File: src/rtl/lrus_pkg.sv
// Shared constants and types for the LRU recency stack.
package lrus_pkg;

   localparam int ENTRIES   = 16;
   localparam int KEY_W     = 32;
   localparam int IDX_W     = $clog2(ENTRIES);
   localparam int CNT_W     = $clog2(ENTRIES + 1);
   localparam int CAP_W     = 5;
   localparam int RANK_W    = 4;
   localparam int OCC_W     = 5;
   localparam logic [CAP_W-1:0] CAP_RESET = CAP_W'(5);

   typedef logic [KEY_W-1:0] key_type;
   typedef logic [CNT_W-1:0] cnt_type;

   // Per-cell control from the top level
   typedef struct packed {
      logic live;   // cell holds one of the valid keys
      logic shift;  // load the key from the neighbor in front
      logic last;   // cell holds the back key
   } cell_ctl_type;

endpackage

File: src/rtl/lrus_ifs.sv
// Handshake channel interfaces for requests, responses and the capacity register.
interface lrus_req_if;
   logic                  valid;
   logic                  ready;
   logic [lrus_pkg::KEY_W-1:0] key;
   modport source (output valid, output key, input ready);
   modport sink   (input valid, input key, output ready);
endinterface

interface lrus_rsp_if;
   logic                        valid;
   logic                        ready;
   logic                        hit;
   logic [lrus_pkg::RANK_W-1:0] hit_rank;
   logic                        evicted;
   logic [lrus_pkg::KEY_W-1:0]  evicted_key;
   logic [lrus_pkg::OCC_W-1:0]  occupancy;
   modport source (output valid, output hit, output hit_rank, output evicted,
                   output evicted_key, output occupancy, input ready);
   modport sink   (input valid, input hit, input hit_rank, input evicted,
                   input evicted_key, input occupancy, output ready);
endinterface

interface lrus_csr_if;
   logic                       valid;
   logic                       ready;
   logic [lrus_pkg::CAP_W-1:0] capacity;
   modport source (output valid, output capacity, input ready);
   modport sink   (input valid, input capacity, output ready);
endinterface

File: src/rtl/lru_recency_stack_top.sv
// Top level of the LRU recency stack: cell row, occupancy control and response register.
// A request transfer updates the stack and registers its response.
// Throughput: 1 request per cycle; all cells compare and shift in parallel in that cycle.
// A new request is taken only when no response waits or the waiting one transfers.
// Reset: occupancy 0, capacity 5, no response pending; stored keys are not cleared.
module lru_recency_stack_top (
   input  logic        clock,
   input  logic        reset,
   lrus_req_if.sink    req_chan,
   lrus_rsp_if.source  rsp_chan,
   lrus_csr_if.sink    csr_chan
);
   import lrus_pkg::*;

   cnt_type             count_ff, count_in;
   logic [CAP_W-1:0]    cap_ff;
   logic                rsp_valid_ff;
   logic                hit_ff;
   logic [RANK_W-1:0]   rank_ff;
   logic                evict_ff;
   key_type             evict_key_ff;
   logic [OCC_W-1:0]    occ_ff;

   logic                accept;
   key_type             req_key;
   cnt_type             limit;
   cnt_type             shift_limit;
   logic [ENTRIES-1:0]  match;
   logic                hit;
   logic [IDX_W-1:0]    rank;
   logic                drop;
   key_type             back_key;
   key_type             drop_key;
   key_type             cell_key  [ENTRIES];
   key_type             cell_back [ENTRIES];
   cell_ctl_type        cell_ctl  [ENTRIES];

   assign req_key        = req_chan.key;
   assign req_chan.ready = !rsp_valid_ff || rsp_chan.ready;
   assign accept         = req_chan.valid && req_chan.ready;
   assign csr_chan.ready = 1'b1;

   // Clamp capacity to the stack depth
   assign limit = (cap_ff > ENTRIES) ? CNT_W'(ENTRIES) : CNT_W'(cap_ff);

   // Collect hit flag, hit position and back key from the cells
   always_comb begin
      hit      = 1'b0;
      rank     = '0;
      back_key = '0;
      for (int i = 0; i < ENTRIES; i++) begin
         hit      = hit | match[i];
         rank     = rank | (match[i] ? IDX_W'(i) : '0);
         back_key = back_key | cell_back[i];
      end
   end

   // Decide shift range, eviction and the next occupancy
   always_comb begin
      drop = !hit && (count_ff >= limit);
      if (hit) begin
         shift_limit = CNT_W'(rank);
      end else if (count_ff >= CNT_W'(ENTRIES)) begin
         shift_limit = CNT_W'(ENTRIES - 1);
      end else begin
         shift_limit = count_ff;
      end
      drop_key = (count_ff == '0) ? req_key : back_key;
      count_in = count_ff;
      if (accept && !hit && !drop) begin
         count_in = count_ff + CNT_W'(1);
      end
   end

   // Build the cell row; the front cell takes the request key
   for (genvar g = 0; g < ENTRIES; g++) begin : g_cell
      assign cell_ctl[g].live  = CNT_W'(g) < count_ff;
      assign cell_ctl[g].shift = accept && (CNT_W'(g) <= shift_limit);
      assign cell_ctl[g].last  = (CNT_W'(g) + CNT_W'(1)) == count_ff;

      lrus_cell u_cell (
         .clock    (clock),
         .ctl      (cell_ctl[g]),
         .prev_key ((g == 0) ? req_key : cell_key[(g == 0) ? 0 : g - 1]),
         .req_key  (req_key),
         .key_out  (cell_key[g]),
         .match    (match[g]),
         .back_key (cell_back[g])
      );
   end

   // Hold control state and the response register
   always_ff @(posedge clock) begin
      if (reset) begin
         count_ff     <= '0;
         cap_ff       <= CAP_RESET;
         rsp_valid_ff <= 1'b0;
      end else begin
         count_ff <= count_in;
         if (csr_chan.valid) begin
            cap_ff <= csr_chan.capacity;
         end
         if (accept) begin
            rsp_valid_ff <= 1'b1;
         end else if (rsp_chan.ready) begin
            rsp_valid_ff <= 1'b0;
         end
      end
      if (accept) begin
         hit_ff       <= hit;
         rank_ff      <= hit ? RANK_W'(rank) : '0;
         evict_ff     <= drop;
         evict_key_ff <= drop ? drop_key : '0;
         occ_ff       <= OCC_W'(count_in);
      end
   end

   assign rsp_chan.valid       = rsp_valid_ff;
   assign rsp_chan.hit         = hit_ff;
   assign rsp_chan.hit_rank    = rank_ff;
   assign rsp_chan.evicted     = evict_ff;
   assign rsp_chan.evicted_key = evict_key_ff;
   assign rsp_chan.occupancy   = occ_ff;

endmodule

File: src/rtl/lrus_cell.sv
// One recency stack cell: holds a key, compares it, takes its neighbor's key on shift.
module lrus_cell (
   input  logic                   clock,
   input  lrus_pkg::cell_ctl_type ctl,
   input  lrus_pkg::key_type      prev_key,
   input  lrus_pkg::key_type      req_key,
   output lrus_pkg::key_type      key_out,
   output logic                   match,
   output lrus_pkg::key_type      back_key
);
   import lrus_pkg::*;

   key_type key_ff;
   key_type key_in;

   // Advance the neighbor's key when told to shift, else hold
   always_comb begin
      key_in = ctl.shift ? prev_key : key_ff;
   end

   always_ff @(posedge clock) begin
      key_ff <= key_in;
   end

   // Compare against the request and drive the back key onto the OR bus
   assign match    = ctl.live && (key_ff == req_key);
   assign back_key = ctl.last ? key_ff : '0;
   assign key_out  = key_ff;

endmodule
File: src/flat_wrapper.sv
// flat-port wrapper written by rule: the top's interface ports become plain ports
module lru_recency_stack_top_flat import lrus_pkg::*;
  (clock, reset, req_chan_valid, req_chan_key, req_chan_ready, rsp_chan_valid, rsp_chan_hit, rsp_chan_hit_rank, rsp_chan_evicted, rsp_chan_evicted_key, rsp_chan_occupancy, rsp_chan_ready, csr_chan_valid, csr_chan_capacity, csr_chan_ready);
  lrus_req_if req_chan_i ();
  lrus_rsp_if rsp_chan_i ();
  lrus_csr_if csr_chan_i ();
  input  logic clock;
  input  logic reset;
  input wire logic [$bits(req_chan_i.valid)-1:0] req_chan_valid;
  input wire logic [$bits(req_chan_i.key)-1:0] req_chan_key;
  output wire logic [$bits(req_chan_i.ready)-1:0] req_chan_ready;
  output wire logic [$bits(rsp_chan_i.valid)-1:0] rsp_chan_valid;
  output wire logic [$bits(rsp_chan_i.hit)-1:0] rsp_chan_hit;
  output wire logic [$bits(rsp_chan_i.hit_rank)-1:0] rsp_chan_hit_rank;
  output wire logic [$bits(rsp_chan_i.evicted)-1:0] rsp_chan_evicted;
  output wire logic [$bits(rsp_chan_i.evicted_key)-1:0] rsp_chan_evicted_key;
  output wire logic [$bits(rsp_chan_i.occupancy)-1:0] rsp_chan_occupancy;
  input wire logic [$bits(rsp_chan_i.ready)-1:0] rsp_chan_ready;
  input wire logic [$bits(csr_chan_i.valid)-1:0] csr_chan_valid;
  input wire logic [$bits(csr_chan_i.capacity)-1:0] csr_chan_capacity;
  output wire logic [$bits(csr_chan_i.ready)-1:0] csr_chan_ready;
  assign req_chan_i.valid = req_chan_valid;
  assign req_chan_i.key = req_chan_key;
  assign req_chan_ready = req_chan_i.ready;
  assign rsp_chan_valid = rsp_chan_i.valid;
  assign rsp_chan_hit = rsp_chan_i.hit;
  assign rsp_chan_hit_rank = rsp_chan_i.hit_rank;
  assign rsp_chan_evicted = rsp_chan_i.evicted;
  assign rsp_chan_evicted_key = rsp_chan_i.evicted_key;
  assign rsp_chan_occupancy = rsp_chan_i.occupancy;
  assign rsp_chan_i.ready = rsp_chan_ready;
  assign csr_chan_i.valid = csr_chan_valid;
  assign csr_chan_i.capacity = csr_chan_capacity;
  assign csr_chan_ready = csr_chan_i.ready;
  lru_recency_stack_top u_core (.clock(clock), .reset(reset), .req_chan(req_chan_i), .rsp_chan(rsp_chan_i), .csr_chan(csr_chan_i));
endmodule
File: config.mk
export PLATFORM = sky130hd
export DESIGN_NAME = lru_recency_stack_top_flat
export DESIGN_NICKNAME = d
export VERILOG_FILES = /design/src/rtl/lrus_pkg.sv /design/src/rtl/lrus_ifs.sv /design/src/rtl/lru_recency_stack_top.sv /design/src/rtl/lrus_cell.sv /design/src/flat_wrapper.sv
export SDC_FILE = /design/constraint.sdc
export NUM_CORES = 1
export LEC_CHECK = 0
export BUFFER_PORTS_ARGS = -buffer_cell sky130_fd_sc_hd__buf_2
export CELL_PAD_IN_SITES_DETAIL_PLACEMENT = 1
export CELL_PAD_IN_SITES_GLOBAL_PLACEMENT = 1
export CORE_MARGIN = 5
export CORE_UTILIZATION = 25
export DETAILED_ROUTE_END_ITERATION = 6
export HOLD_SLACK_MARGIN = 0.08
export PLACE_DENSITY_LB_ADDON = 0.2
export SYNTH_ARGS = -nofsm -noshare
export SYNTH_HDL_FRONTEND = slang
export SYNTH_SLANG_ARGS = --single-unit
File: constraint.sdc
create_clock -name clock -period 5.2 [get_ports clock]
set_clock_uncertainty 0.1 [all_clocks]
set_input_delay 0.52 -clock clock [delete_from_list [all_inputs] [get_ports clock]]
set_output_delay 0.52 -clock clock [all_outputs]
set_load 0.1 [all_outputs]
# == Yosys cells after proc, flatten, opt, wreduce, memory -nomap -nowiden ==
# Cells that the tools add are included.
# op_classes
addsub,1
multipliers,0
div,0
n_lt_le_gt_ge,35
n_eq_ne,32
shift,0
n_mux,38
bitwise,44
reduce_logical,42
# ops
op,n
$mux 32,17
$eq 32x32->1,16
$or 32x32->32,15
$or 4x4->4,14
$eq 4x5->1 const A,8
$le 4x5->1 const A,8
$lt 4x5->1 const A,8
$logic_and 1x1->1,36
$mux 4,8
$eq 3x5->1 const A,4
$le 3x5->1 const A,4
$lt 3x5->1 const A,4
$mux 5,4
$or 1x1->1,15
$mux 3,4
$eq 2x5->1 const A,2
$le 1x5->1 const A,2
$le 2x5->1 const A,2
$lt 1x5->1 const A,2
$lt 2x5->1 const A,2
$add 5x1->5 const B,1
$eq 1x5->1 const A,1
$eq 5x5->1 const A,1
$ge 5x5->1,1
other kinds (8),13
# word_totals
ff_bits,566
latch_bits,0
ram_bits,0
rom_bits,0
in_bits,42
output_inout_bits,46
elab_cells,216
mem_count,0

# == Longest topological paths before layout ==
# Gate-level depths: netlist (run 1).
# logic_depth
word_depth,22
ltp_mapped,12
depth_no_buf,11

# == Modules after synthesis ==
# Synthesis (run 1) repeated with hierarchy kept, for this count alone.
# hier_totals
cells_unflattened,2261
hier_area_um2,28436.0
# by_module_without_submodules
module,instances,cells_per_inst,area_each_um2,seq_area_each_um2
lrus_cell,16,111,1530.2,960.9
lru_recency_stack_top,1,485,3952.5,1511.4

# == Worst setup path before layout (run 1) ==
# No wires, ideal clock.
# synth_timing
path_kind,register to register
from,register u_core.rsp_valid_ff (netlist: u_core.rsp_chan.valid)
to,"register u_core.g_cell[13].u_cell.key_ff[0], enable pin"
setup_time_ps,461
arrival_ps,5371
required_ps,4639
path_slack_ps,-732
stages_incl_launch_ff,7
path_buffers,1
period_less_slack_ps,5932
path_cell_list,dfxtp_1 > nand2b_1 > nand2_1 > inv_1 > nand2b_1 > buf_4 > nor3_1
# synth_lines
item,line,source
start: declaration,lru_recency_stack_top.sv:17,logic rsp_valid_ff;
start signal: assignment,lru_recency_stack_top.sv:97,rsp_valid_ff <= 1'b0;
start signal: assignment,lru_recency_stack_top.sv:104,rsp_valid_ff <= 1'b1;
start signal: assignment,lru_recency_stack_top.sv:106,rsp_valid_ff <= 1'b0;
end signal: assignment,lrus_cell.sv:22,key_ff <= key_in;
end: declaration,lrus_cell.sv:13,key_type key_ff;

==> results.toml, run 1 <==
[outcome]
outcome = "complete, no violations"

[clock_tree]
numCtsBuffers = 73
clk_pin_slew_ns = 0.05
clock_tree.buffer_depth = 3
tritoncts_num_sinks = 566
post_cts.resized_instances = 0
clock_tree.root_cell = "sky130_fd_sc_hd__clkbuf_16"
htree_levels = 3
cts_tree = "done"
worstSkewPairLatency_ns = 0.66

[worst_setup_path]
cpMostUsedCell = "sky130_fd_sc_hd__nor4_1"
cp_cell_sequence = "xor2_1 -> nor4_1 -> nand4_1 -> nor4_1 -> and4b_4 -> nor3b_1 -> a21oi_2 -> a21o_1 -> o21ai_4 -> buf_4"
cpPeakStageDelay_ns = 0.83
critPathTopFamily = "simple AND/OR/NAND/NOR gates"
cp.required_ns = 5.47
startpoint_type = "flop"
crit_path_top_delay_cell = "sky130_fd_sc_hd__nor4_1"
path_max_fanout = 14
critical_path.endpoint_type = "flop"
cp_num_buf_inv = 1
cp.arrival_ns = 4.78
critPathKind = "flop to flop"

[sta]
rsz_0062_raised_after_global_routing = "false"
postLayoutSetupSlackWorst_ns = 0.695
timing.final.crit_period_ns = 4.51
fin_crit_share = 0.866
setup_viol = 0
clock.fmax_ghz = 0.222
tightestPinTransition_ns = 1.17
final-max-slew-violation-count = 0
final_hold_violating_endpoints = 0
slew_headroom = 0.220

[placement]
gp_congestion = 1.06
place_ws_ns = 0.183
place_hpwl_mm = 111
place_area_sq_um = 30200
portBuffers = 86

[finish]
multi_input_comb_area_sq_um = 9670
drive_gt1_frac = 0.187
final_core_util = 0.300
num-fill-cells = 11588
final_stage_net_count = 2179
seq_area_sq_um = 16900
post-route-cell-area_sq_um = 32600
synthToLayoutAreaGrowth_pct = 19.1

[die]
floorplan.io_pins = 88
start_util = 0.252
num_rows = 121
coreArea_sq_um = 109000
floorplan.die.width_microns = 341
die_footprint_sq_um = 116000
die_height_microns = 341

[power]
power.share.clock = 0.432
power_frac_comb = 0.127
power.sequential.fraction = 0.441
intPower_w = 0.00827
power_leakage_nw = 10.6
net_switching_w = 0.00339
p_sw_frac = 0.290
power.ir.vdd_worst_uv = 226
power.density_nw_per_um2 = 358

[synthesis]
post_synthesis_simple_gate_area_fraction = 0.0921
synth.top_cells.by_area = "sky130_fd_sc_hd__edfxtp_1, sky130_fd_sc_hd__xor2_1, sky130_fd_sc_hd__xnor2_1, sky130_fd_sc_hd__a22oi_1, sky130_fd_sc_hd__nor4_1"
ys_seq_elements = 566
synth.mux.area_fraction = 0.00165
synth_warnings = 0
synth_ff_type = "sky130_fd_sc_hd__edfxtp_1"
syn-instance-count = 1964
async_flop_share = 0
synth_top_area_cell = "sky130_fd_sc_hd__edfxtp_1"
number_of_enable_flip_flop_cells_after_synthesis = 555
synth_top_area_frac = 0.609
synth-compound-area-share = 0.0841
synth_cell_count_leaders = "sky130_fd_sc_hd__edfxtp_1, sky130_fd_sc_hd__xor2_1, sky130_fd_sc_hd__xnor2_1"
synthMostInstantiatedCell = "sky130_fd_sc_hd__edfxtp_1"
synthXorXnorAreaFrac = 0.165
synthesis.area_per_instance_sq_um = 13.9
seq_area_frac_synth = 0.617
largest_family_of_logic_cells_by_synthesized_area = "XOR/XNOR gates"
syn-cell-area_sq_um = 27400
synth-adder-area-share = 0.00366
post_synthesis_cell_type_count = 55
mappedNetlistNets = 2014

[routing]
ant_nets_after_route = 0
drc = 0
route.vias.total = 20079
routed_via_density = 5.57
initialDrtViolationCount = 2793
drt_first_pass_iters = 5
wl_per_cell_microns = 41.5
drt-total-wl_mm = 150

[grt]
global_route.usage.total = 0.249
grt_pass1_wl_mm = 196
grt_max_degree = 42
global_route.overflow_total = 0
grt_pass1_vias = 19895
antenna_found_initial = 12

[hold_path]
class_of_the_tightest_hold_or_removal_check = "input pin to flop"

[run]
drv_cap = 0
-- flip-flops by register name, indices dropped and copies added, names as in the netlist --
name                          flops
u_core.rsp_chan.valid             1
u_core.rsp_chan.occupancy         5
u_core.cap_ff                     5
u_core.rsp_chan.hit_rank          4
u_core.count_ff                   5
u_core.g_cell.u_cell.key_out    512
u_core.rsp_chan.evicted           1
u_core.rsp_chan.evicted_key      32
u_core.rsp_chan.hit               1
-- cell type report --
cell class                      count  share of cell area
Timing Repair Buffer              234              0.0586
Multi-Input combinational cell   1244               0.297
Antenna cell                        3            0.000230
Tap cell                         1414              0.0543
Sequential cell                   566               0.518
Clock buffer                       88              0.0591
Clock inverter                     46              0.0114
Inverter                           10             0.00115
-- power by group through the flow --
| stage | clock network, W | registers, W | logic [W] |
|---|---|---|---|
| finish | 0.00504 | 0.00514 | 0.00148 |
| floorplan | 0 | 0.00543 | 0.000620 |
| global route | 0.00531 | 0.00515 | 0.00150 |
| detailed placement | 0 | 0.00524 | 0.00146 |
| global placement | 0 | 0.00524 | 0.00147 |
| CTS | 0.00513 | 0.00514 | 0.00148 |
-- final timing paths --
| check | from | end | slack [ns] | cells after the start |
|---|---|---|---|---|
| worst min register to register | u_core.g_cell[9].u_cell.key_out[26] | u_core.g_cell[10].u_cell.key_out[26] | 0.38 | 0 |
| worst max-delay path | u_core.g_cell[3].u_cell.key_out[12] | u_core.g_cell[2].u_cell.key_out[14] | 0.69 | 10 |
| worst max register to register | u_core.g_cell[3].u_cell.key_out[12] | u_core.g_cell[2].u_cell.key_out[14] | 0.69 | 10 |
| worst min-delay path | csr_chan_valid | u_core.cap_ff[2] | 0.14 | 2 |
-- cell families (layout without fill, tap and decap cells) --
family / count (synthesis) / in the layout
simple gates: 426 / 426
compound gates: 289 / 289
fa+ha+maj: 8 / 8
other cells: 1 / 4
flops: 566 / 566
xor+xnor: 516 / 516
mux: 4 / 4
buf+inv: 154 / 378
-- what timing repair did --
item / 4_1_cts / 5_1_grt
hold buffers: 7 / 0
setup buffers: 0 / 0
hold endpoints to repair: 6 / 0
-- per-layer routing --
metal / share of wire / up-vias / GRT usage
met5: 0.00033 / - / 0
met3: 0.092 / 248 / 0.0572
met1: 0.41 / 10669 / 0.334
met4: 0.046 / 8 / 0.0999
li1: - / 7858 / -
met2: 0.45 / 1296 / 0.391
-- placed cells by master (no fill, tap or decap), types with 4 or more instances in the layout --
| master | synthesis | layout |
|---|---|---|
| sky130_fd_sc_hd__a22oi_1 | 158 | 158 |
| sky130_fd_sc_hd__nor2_4 | 0 | 4 |
| sky130_fd_sc_hd__and3_2 | 0 | 8 |
| sky130_fd_sc_hd__buf_2 | 4 | 86 |
| sky130_fd_sc_hd__buf_4 | 34 | 113 |
| sky130_fd_sc_hd__o21ai_4 | 0 | 4 |
| sky130_fd_sc_hd__edfxtp_1 | 555 | 555 |
| sky130_fd_sc_hd__nand4_1 | 78 | 78 |
| sky130_fd_sc_hd__nand3_1 | 64 | 64 |
| sky130_fd_sc_hd__nor4_1 | 83 | 82 |
| sky130_fd_sc_hd__a22o_1 | 49 | 49 |
| sky130_fd_sc_hd__dfxtp_1 | 11 | 11 |
| sky130_fd_sc_hd__clkinvlp_4 | 0 | 7 |
| sky130_fd_sc_hd__xor2_1 | 315 | 315 |
| sky130_fd_sc_hd__clkinv_1 | 0 | 19 |
| sky130_fd_sc_hd__nor2_1 | 54 | 50 |
| sky130_fd_sc_hd__a221oi_1 | 49 | 49 |
| sky130_fd_sc_hd__nor3_1 | 59 | 54 |
| sky130_fd_sc_hd__ha_1 | 8 | 8 |
| sky130_fd_sc_hd__dlygate4sd3_1 | 0 | 7 |
| sky130_fd_sc_hd__a21oi_4 | 1 | 4 |
| sky130_fd_sc_hd__clkbuf_1 | 64 | 13 |
| sky130_fd_sc_hd__clkinv_2 | 0 | 10 |
| sky130_fd_sc_hd__a21o_1 | 5 | 5 |
| sky130_fd_sc_hd__buf_12 | 0 | 28 |
| sky130_fd_sc_hd__xnor2_1 | 201 | 201 |
| sky130_fd_sc_hd__nor2b_1 | 9 | 9 |
| sky130_fd_sc_hd__inv_1 | 10 | 6 |
| sky130_fd_sc_hd__nand2_1 | 16 | 14 |
| sky130_fd_sc_hd__bufinv_16 | 0 | 4 |
| sky130_fd_sc_hd__clkbuf_16 | 0 | 75 |
| sky130_fd_sc_hd__nor3_2 | 31 | 36 |
| sky130_fd_sc_hd__inv_2 | 0 | 4 |
| sky130_fd_sc_hd__nor4_2 | 3 | 4 |
| sky130_fd_sc_hd__a21oi_1 | 11 | 8 |
-- per-stage QoR --
stage                     TNS [ns]  instances  power, W  hold slack [ns]
after floorplan             -52.59       1964   0.00605            0.360
after CTS                        0       3602    0.0118            0.109
final                            0       3605    0.0117            0.139
after global placement           0       3461   0.00671            0.378
after detailed placement         0       3461   0.00670            0.387
after global routing             0       3602    0.0120            0.138
Power figures use the tool's default switching activity.
==> run 2, diff against run 1 <==
--- a/config.mk
+++ b/config.mk
@@ -15,4 +15,5 @@
 export PLACE_DENSITY_LB_ADDON = 0.2
 export SYNTH_ARGS = -nofsm -noshare
 export SYNTH_HDL_FRONTEND = slang
+export SYNTH_HIERARCHICAL = 1
 export SYNTH_SLANG_ARGS = --single-unit
==> results.toml, run 2 <==
[hold_path]
class_of_the_tightest_hold_or_removal_check = "input pin to flop"
hold-path-endpoint = "u_core/rsp_chan.valid"
hold_start = "rsp_chan_ready"
holdPathStages = 3

[clock_tree]
numCtsBuffers = 69
clk_pin_slew_ns = 0.06
cts_tree = "done"
htree_levels = 3
worstSkewPairLatency_ns = 0.64
post_cts.repair.setup_buffers = 0
clock_tree.buffer_depth = 3
cts_hold_buf = 6
clock_tree.root_cell = "sky130_fd_sc_hd__clkbuf_16"
tritoncts_num_sinks = 566
post_cts.resized_instances = 0

[sta]
final_hold_violating_endpoints = 0
final-max-slew-violation-count = 0
fin_crit_share = 0.857
rsz_0062_raised_after_global_routing = "false"
slew_headroom = 0.216
timing.final.crit_period_ns = 4.46
tightestPinTransition_ns = 1.17
postLayoutSetupSlackWorst_ns = 0.743
setup_viol = 0
clock.fmax_ghz = 0.224

[grt]
grt_pass1_wl_mm = 154
antenna_found_initial = 9
grt_max_degree = 44
global_route.usage.total = 0.173
global_route.overflow_total = 0
grt_pass1_vias = 20410

[routing]
route.vias.total = 19164
routed_via_density = 4.74
wl_per_cell_microns = 26.7
initialDrtViolationCount = 1306
ant_nets_after_route = 0
drt-total-wl_mm = 108
drc = 0
drt_first_pass_iters = 4

[power]
net_switching_w = 0.00283
power_leakage_nw = 12.2
power.density_nw_per_um2 = 321
power.sequential.fraction = 0.468
p_sw_frac = 0.260
intPower_w = 0.00806
power.share.clock = 0.439
power_frac_comb = 0.093
power.ir.vdd_worst_uv = 198
fin_total_pwr_w = 0.0109

[placement]
gp_congestion = 0.839
place_ws_ns = 0.391
place_area_sq_um = 31700
place_hpwl_mm = 77.1
portBuffers = 86
placedCellCount = 3908

[synthesis]
seq_area_frac_synth = 0.594
async_flop_share = 0
mappedNetlistNets = 2311
synth_top_area_frac = 0.586
synth.top_cells.by_area = "sky130_fd_sc_hd__edfxtp_1, sky130_fd_sc_hd__xor2_1, sky130_fd_sc_hd__and2_1, sky130_fd_sc_hd__nor4_1, sky130_fd_sc_hd__nor2_1"
syn-instance-count = 2261
post_synthesis_cell_type_count = 42
synthMostInstantiatedCell = "sky130_fd_sc_hd__edfxtp_1"
number_of_enable_flip_flop_cells_after_synthesis = 555
synth_warnings = 6
synth_cell_count_leaders = "sky130_fd_sc_hd__edfxtp_1, sky130_fd_sc_hd__xor2_1, sky130_fd_sc_hd__and2_1"
synth_top_area_cell = "sky130_fd_sc_hd__edfxtp_1"
synth_ff_type = "sky130_fd_sc_hd__edfxtp_1"
ys_seq_elements = 566
syn-cell-area_sq_um = 28400
synthesis.area_per_instance_sq_um = 12.6

[finish]
largest_register_ffs = 512
layout.cells.non_filler = 4040
synthToLayoutAreaGrowth_pct = 19.4
post-route-cell-area_sq_um = 34000
multi_input_comb_area_sq_um = 11400
seq_area_sq_um = 16900
most_common_cell_after_layout_fill_and_taps_aside = "sky130_fd_sc_hd__edfxtp_1"
commonest_cells_after_routing_fill_and_taps_aside = "sky130_fd_sc_hd__edfxtp_1, sky130_fd_sc_hd__xor2_1, sky130_fd_sc_hd__and2_1"
drive_gt1_frac = 0.156
num-fill-cells = 12190
final_stage_net_count = 2535

[outcome]
outcome = "complete, no violations"

[worst_setup_path]
timing.reg2reg.worst_path_depth = 12
cp.required_ns = 5.41
crit-reg2reg-capture = "u_core/g_cell[15].u_cell/key_out[6]"
worst-r2r-setup-slack_ns = 0.74
cp.arrival_ns = 4.67
critical_path.endpoint_type = "flop"
critical_path.reg2reg.startpoint = "u_core/count_ff[3]"
path_max_fanout = 14
startpoint_type = "flop"
critPathKind = "flop to flop"

[die]
start_util = 0.252
die_footprint_sq_um = 121000
floorplan.io_pins = 88
floorplan.die.width_microns = 347
coreArea_sq_um = 113000
num_rows = 123
die_height_microns = 347

[run]
drv_cap = 0
-- run 2: cell count changes after synthesis, sizes merged, moves of 26 or more --
cell and change:
a221oi -49, a22o -49, a22oi -158, and2 +510
buf -78, nand3 -26, nand4 -29, nor2 +31
nor4 +162, xnor2 -185, xor2 +181
-- run 2: worst max path at each step --
stage                                            to  cells after the start  slack, ns                  start
2_1_floorplan    u_core/g_cell[9].u_cell/key_out[0]                      7      -0.09  u_core/rsp_chan.valid
3_3_place_gp    u_core/g_cell[15].u_cell/key_out[9]                     14       0.53       req_chan_key[11]
3_5_place_dp   u_core/g_cell[15].u_cell/key_out[13]                     11       0.39        req_chan_key[8]
4_1_cts        u_core/g_cell[15].u_cell/key_out[26]                     13       0.86     u_core/count_ff[3]
5_1_grt         u_core/g_cell[15].u_cell/key_out[6]                     12       0.61     u_core/count_ff[3]
6_report        u_core/g_cell[15].u_cell/key_out[6]                     12       0.74     u_core/count_ff[3]
-- run 2: logic make-up after synthesis --
family	synth area share
mux	0.00106
other cells	0.000132
buf+inv	0.0109
xor+xnor	0.158
fa+ha+maj	0.00352
simple gates	0.225
flops	0.594
compound gates	0.00827
-- run 2: area by class of cell --
| cell class | instances | share of cell area |
|---|---|---|
| inverters | 12 | 0.00133 |
| well taps | 1500 | 0.0553 |
| repair buffers | 222 | 0.0450 |
| clock buffers | 91 | 0.0567 |
| multi-input cells | 1614 | 0.337 |
| flip-flops and latches | 566 | 0.497 |
| diodes | 1 | 0.0000737 |
| clock inverters | 34 | 0.00774 |
-- run 2: per-layer routing --
metal,GRT usage,routed length (microns)
met1,0.247,52100
met2,0.278,49100
met3,0.0259,4520
met4,0.0418,2030
met5,0,7
-- run 2: power groups by stage --
stage / registers (W) / clock network [W] / logic [W]
floorplan: 0.00539 / 0 / 0.000370
global placement: 0.00519 / 0 / 0.00101
detailed placement: 0.00520 / 0 / 0.00101
CTS: 0.00510 / 0.00495 / 0.00102
global route: 0.00511 / 0.00514 / 0.00107
finish: 0.00510 / 0.00478 / 0.00101
-- run 2: through the flow --
step | TNS (ns) | utilization | hold slack [ns]
after floorplan | -5.48 | - | 0.361
after global placement | 0 | 0.281 | 0.374
after detailed placement | 0 | 0.281 | 0.376
after CTS | 0 | 0.301 | 0.0928
after global routing | 0 | 0.301 | 0.122
final | 0 | 0.301 | 0.142
-- run 2: critical path, stage by stage, from the launching register on --
cell                       delay [ns]
sky130_fd_sc_hd__dfxtp_1         0.30
sky130_fd_sc_hd__buf_4           0.18
sky130_fd_sc_hd__nor2_1          0.43
sky130_fd_sc_hd__inv_1           0.33
sky130_fd_sc_hd__nor2_1          0.33
sky130_fd_sc_hd__nand3_1         0.13
sky130_fd_sc_hd__nand3_1         0.18
sky130_fd_sc_hd__nor3_2          0.09
sky130_fd_sc_hd__nor4_4          0.42
sky130_fd_sc_hd__nand4_4         0.24
sky130_fd_sc_hd__o21bai_1        0.37
sky130_fd_sc_hd__nor3b_4         0.72
sky130_fd_sc_hd__buf_4           0.32
==> run 3, diff against run 2 <==
--- a/config.mk
+++ b/config.mk
@@ -9,7 +9,7 @@
 export CELL_PAD_IN_SITES_DETAIL_PLACEMENT = 1
 export CELL_PAD_IN_SITES_GLOBAL_PLACEMENT = 1
 export CORE_MARGIN = 5
-export CORE_UTILIZATION = 25
+export CORE_UTILIZATION = 46
 export DETAILED_ROUTE_END_ITERATION = 6
 export HOLD_SLACK_MARGIN = 0.08
 export PLACE_DENSITY_LB_ADDON = 0.2
==> results.toml, run 3 (synthesis results as in run 2) <==
[sta]
final_hold_violating_endpoints = 0
setup_viol = 0
rsz_0062_raised_after_global_routing = "false"
clock.fmax_ghz = 0.219
fin_worst_hold_slack_ns = 0.146
slew_headroom = 0.161
tightestPinTransition_ns = 1.26
postLayoutSetupSlackWorst_ns = 0.636
final-max-slew-violation-count = 0
timing.final.crit_period_ns = 4.56
setup_total_negative_slack_ns = 0
fin_crit_share = 0.878

[power]
net_switching_w = 0.00273
power.ir.vdd_worst_uv = 211
fin_total_pwr_w = 0.0108
p_sw_frac = 0.253
power.share.clock = 0.435
power.density_nw_per_um2 = 329
intPower_w = 0.00804
power_leakage_nw = 11.9
power_frac_comb = 0.091
power.sequential.fraction = 0.474

[routing]
drt_first_pass_iters = 6
ant_nets_after_route = 0
route.top_layer_used = "met5"
wl_per_cell_microns = 29.8
met1_wl_mm = 41.2
routed_wire_length_on_met3_mm = 7.71
drt-total-wl_mm = 97.4
initialDrtViolationCount = 1973
routed_via_density = 6.02
route.vias.total = 19665
met2WireLength_mm = 45.6
drc = 0

[placement]
placedCellCount = 3140
gp_congestion = 0.938
place_hpwl_mm = 67.7
place_ws_ns = 0.327
portBuffers = 86

[die]
floorplan.io_pins = 88
num_rows = 91
die_height_microns = 259
floorplan.die.width_microns = 259
die_footprint_sq_um = 66900
coreArea_sq_um = 61500
start_util = 0.462

[worst_setup_path]
critPathKind = "flop to flop"
critical_path.reg2reg.startpoint = "u_core/count_ff[4]"
startpoint_type = "flop"
cp.arrival_ns = 4.75
worst-r2r-setup-slack_ns = 0.64
setup.worst_path.start = "u_core/count_ff[4]"
path_max_fanout = 22
timing.reg2reg.worst_path_depth = 13
cp.required_ns = 5.38
crit-reg2reg-capture = "u_core/g_cell[3].u_cell/key_out[17]"
critical_path.endpoint_type = "flop"

[finish]
number_of_diodes = 0
synthToLayoutAreaGrowth_pct = 14.9
largest_register_ffs = 512
drive_gt1_frac = 0.134
final_stage_net_count = 2475
num-fill-cells = 6202
layout.cells.non_filler = 3266
commonest_cells_after_routing_fill_and_taps_aside = "sky130_fd_sc_hd__edfxtp_1, sky130_fd_sc_hd__xor2_1, sky130_fd_sc_hd__and2_1"
most_common_cell_after_layout_fill_and_taps_aside = "sky130_fd_sc_hd__edfxtp_1"

[clock_tree]
post_cts.resized_instances = 0
worstSkewPairLatency_ns = 0.61
htree_levels = 3
tritoncts_num_sinks = 566
cts_tree = "done"
numCtsBuffers = 67
clk_pin_slew_ns = 0.06
clock_tree.root_cell = "sky130_fd_sc_hd__clkbuf_16"
clock_tree.buffer_depth = 3

[hold_path]
hold_start = "rsp_chan_ready"
hold-path-endpoint = "u_core/rsp_chan.valid"
class_of_the_tightest_hold_or_removal_check = "input pin to flop"
holdPathStages = 3

[grt]
grt_pass1_vias = 20426
global_route.usage.total = 0.284
grt_pass1_wl_mm = 141
grt_max_degree = 44
antenna_found_initial = 9
global_route.overflow_total = 0

[run]
drv_cap = 0

[outcome]
outcome = "complete, no violations"
run 3: cell types whose count changed in the layout (fill, tap and decap cells not counted), moves of 2 or more:
cell                         before  now
sky130_fd_sc_hd__and3_1           6    4
sky130_fd_sc_hd__and3_2           1    3
sky130_fd_sc_hd__buf_12           5   13
sky130_fd_sc_hd__buf_4          125   59
sky130_fd_sc_hd__bufinv_16        3    5
sky130_fd_sc_hd__clkbuf_16       73   71
sky130_fd_sc_hd__clkbuf_8         3    1
sky130_fd_sc_hd__clkinv_8         2    0
sky130_fd_sc_hd__clkinvlp_4       3    1
sky130_fd_sc_hd__inv_1            9   11
sky130_fd_sc_hd__nor3_2          17   19
sky130_fd_sc_hd__nor3_4           3    1
run 3: cell type report:
type                            instances  area (sq um)  share of cell area
Clock buffer                           87          1850              0.0565
Clock inverter                         33           283             0.00866
Inverter                               12          45.0             0.00138
Multi-Input combinational cell       1614         11400               0.350
Sequential cell                       566         16900               0.517
Tap cell                              790           988              0.0303
Timing Repair Buffer                  164          1190              0.0365
run 3: how the worst max path moves through the flow:
stage	to	cells after the start
2_1_floorplan	u_core/g_cell[9].u_cell/key_out[0]	7
3_3_place_gp	u_core/g_cell[3].u_cell/key_out[10]	11
3_5_place_dp	u_core/g_cell[3].u_cell/key_out[23]	11
4_1_cts	u_core/g_cell[3].u_cell/key_out[7]	13
5_1_grt	u_core/g_cell[3].u_cell/key_out[12]	13
6_report	u_core/g_cell[3].u_cell/key_out[17]	13
run 3: timing repair:
item	CTS	global route
hold buffers	6	0
hold endpoints to repair	6	0
buffers inserted	0	0
run 3: critical path, cell delays in order, from the launching register on:
cell and delay, ns:
sky130_fd_sc_hd__dfxtp_1 0.30, sky130_fd_sc_hd__buf_4 0.19, sky130_fd_sc_hd__nor2_1 0.41, sky130_fd_sc_hd__inv_1 0.35, sky130_fd_sc_hd__nor2_1 0.31, sky130_fd_sc_hd__nand2_1 0.21, sky130_fd_sc_hd__nand3_1 0.14, sky130_fd_sc_hd__nor3_2 0.08
sky130_fd_sc_hd__nor4_4 0.42, sky130_fd_sc_hd__nand4_4 0.28, sky130_fd_sc_hd__o21bai_1 0.38, sky130_fd_sc_hd__nand2_1 0.22, sky130_fd_sc_hd__a21oi_4 0.52, sky130_fd_sc_hd__buf_12 0.30
run 3: layer usage:
metal  up-vias  track usage
li1       8478            -
met1     10148        0.401
met2       875        0.458
met3       160       0.0449
met4         4       0.0854
met5         -            0
run 3: metrics by stage:
| step | utilization | cell area (sq um) |
|---|---|---|
| 4_1_cts | 0.531 | 32700 |
| 6_report | 0.531 | 32700 |
| 3_5_place_dp | 0.496 | 30500 |
| 3_3_place_gp | 0.496 | 30500 |
| 2_1_floorplan | - | 28400 |
| 5_1_grt | 0.531 | 32700 |
run 3: power groups by stage:
stage / combinational [W] / clock, W / sequential, W
floorplan: 0.000370 / 0 / 0.00539
global placement: 0.000952 / 0 / 0.00519
detailed placement: 0.000969 / 0 / 0.00519
CTS: 0.000980 / 0.00475 / 0.00510
global route: 0.00103 / 0.00495 / 0.00510
finish: 0.000984 / 0.00468 / 0.00510
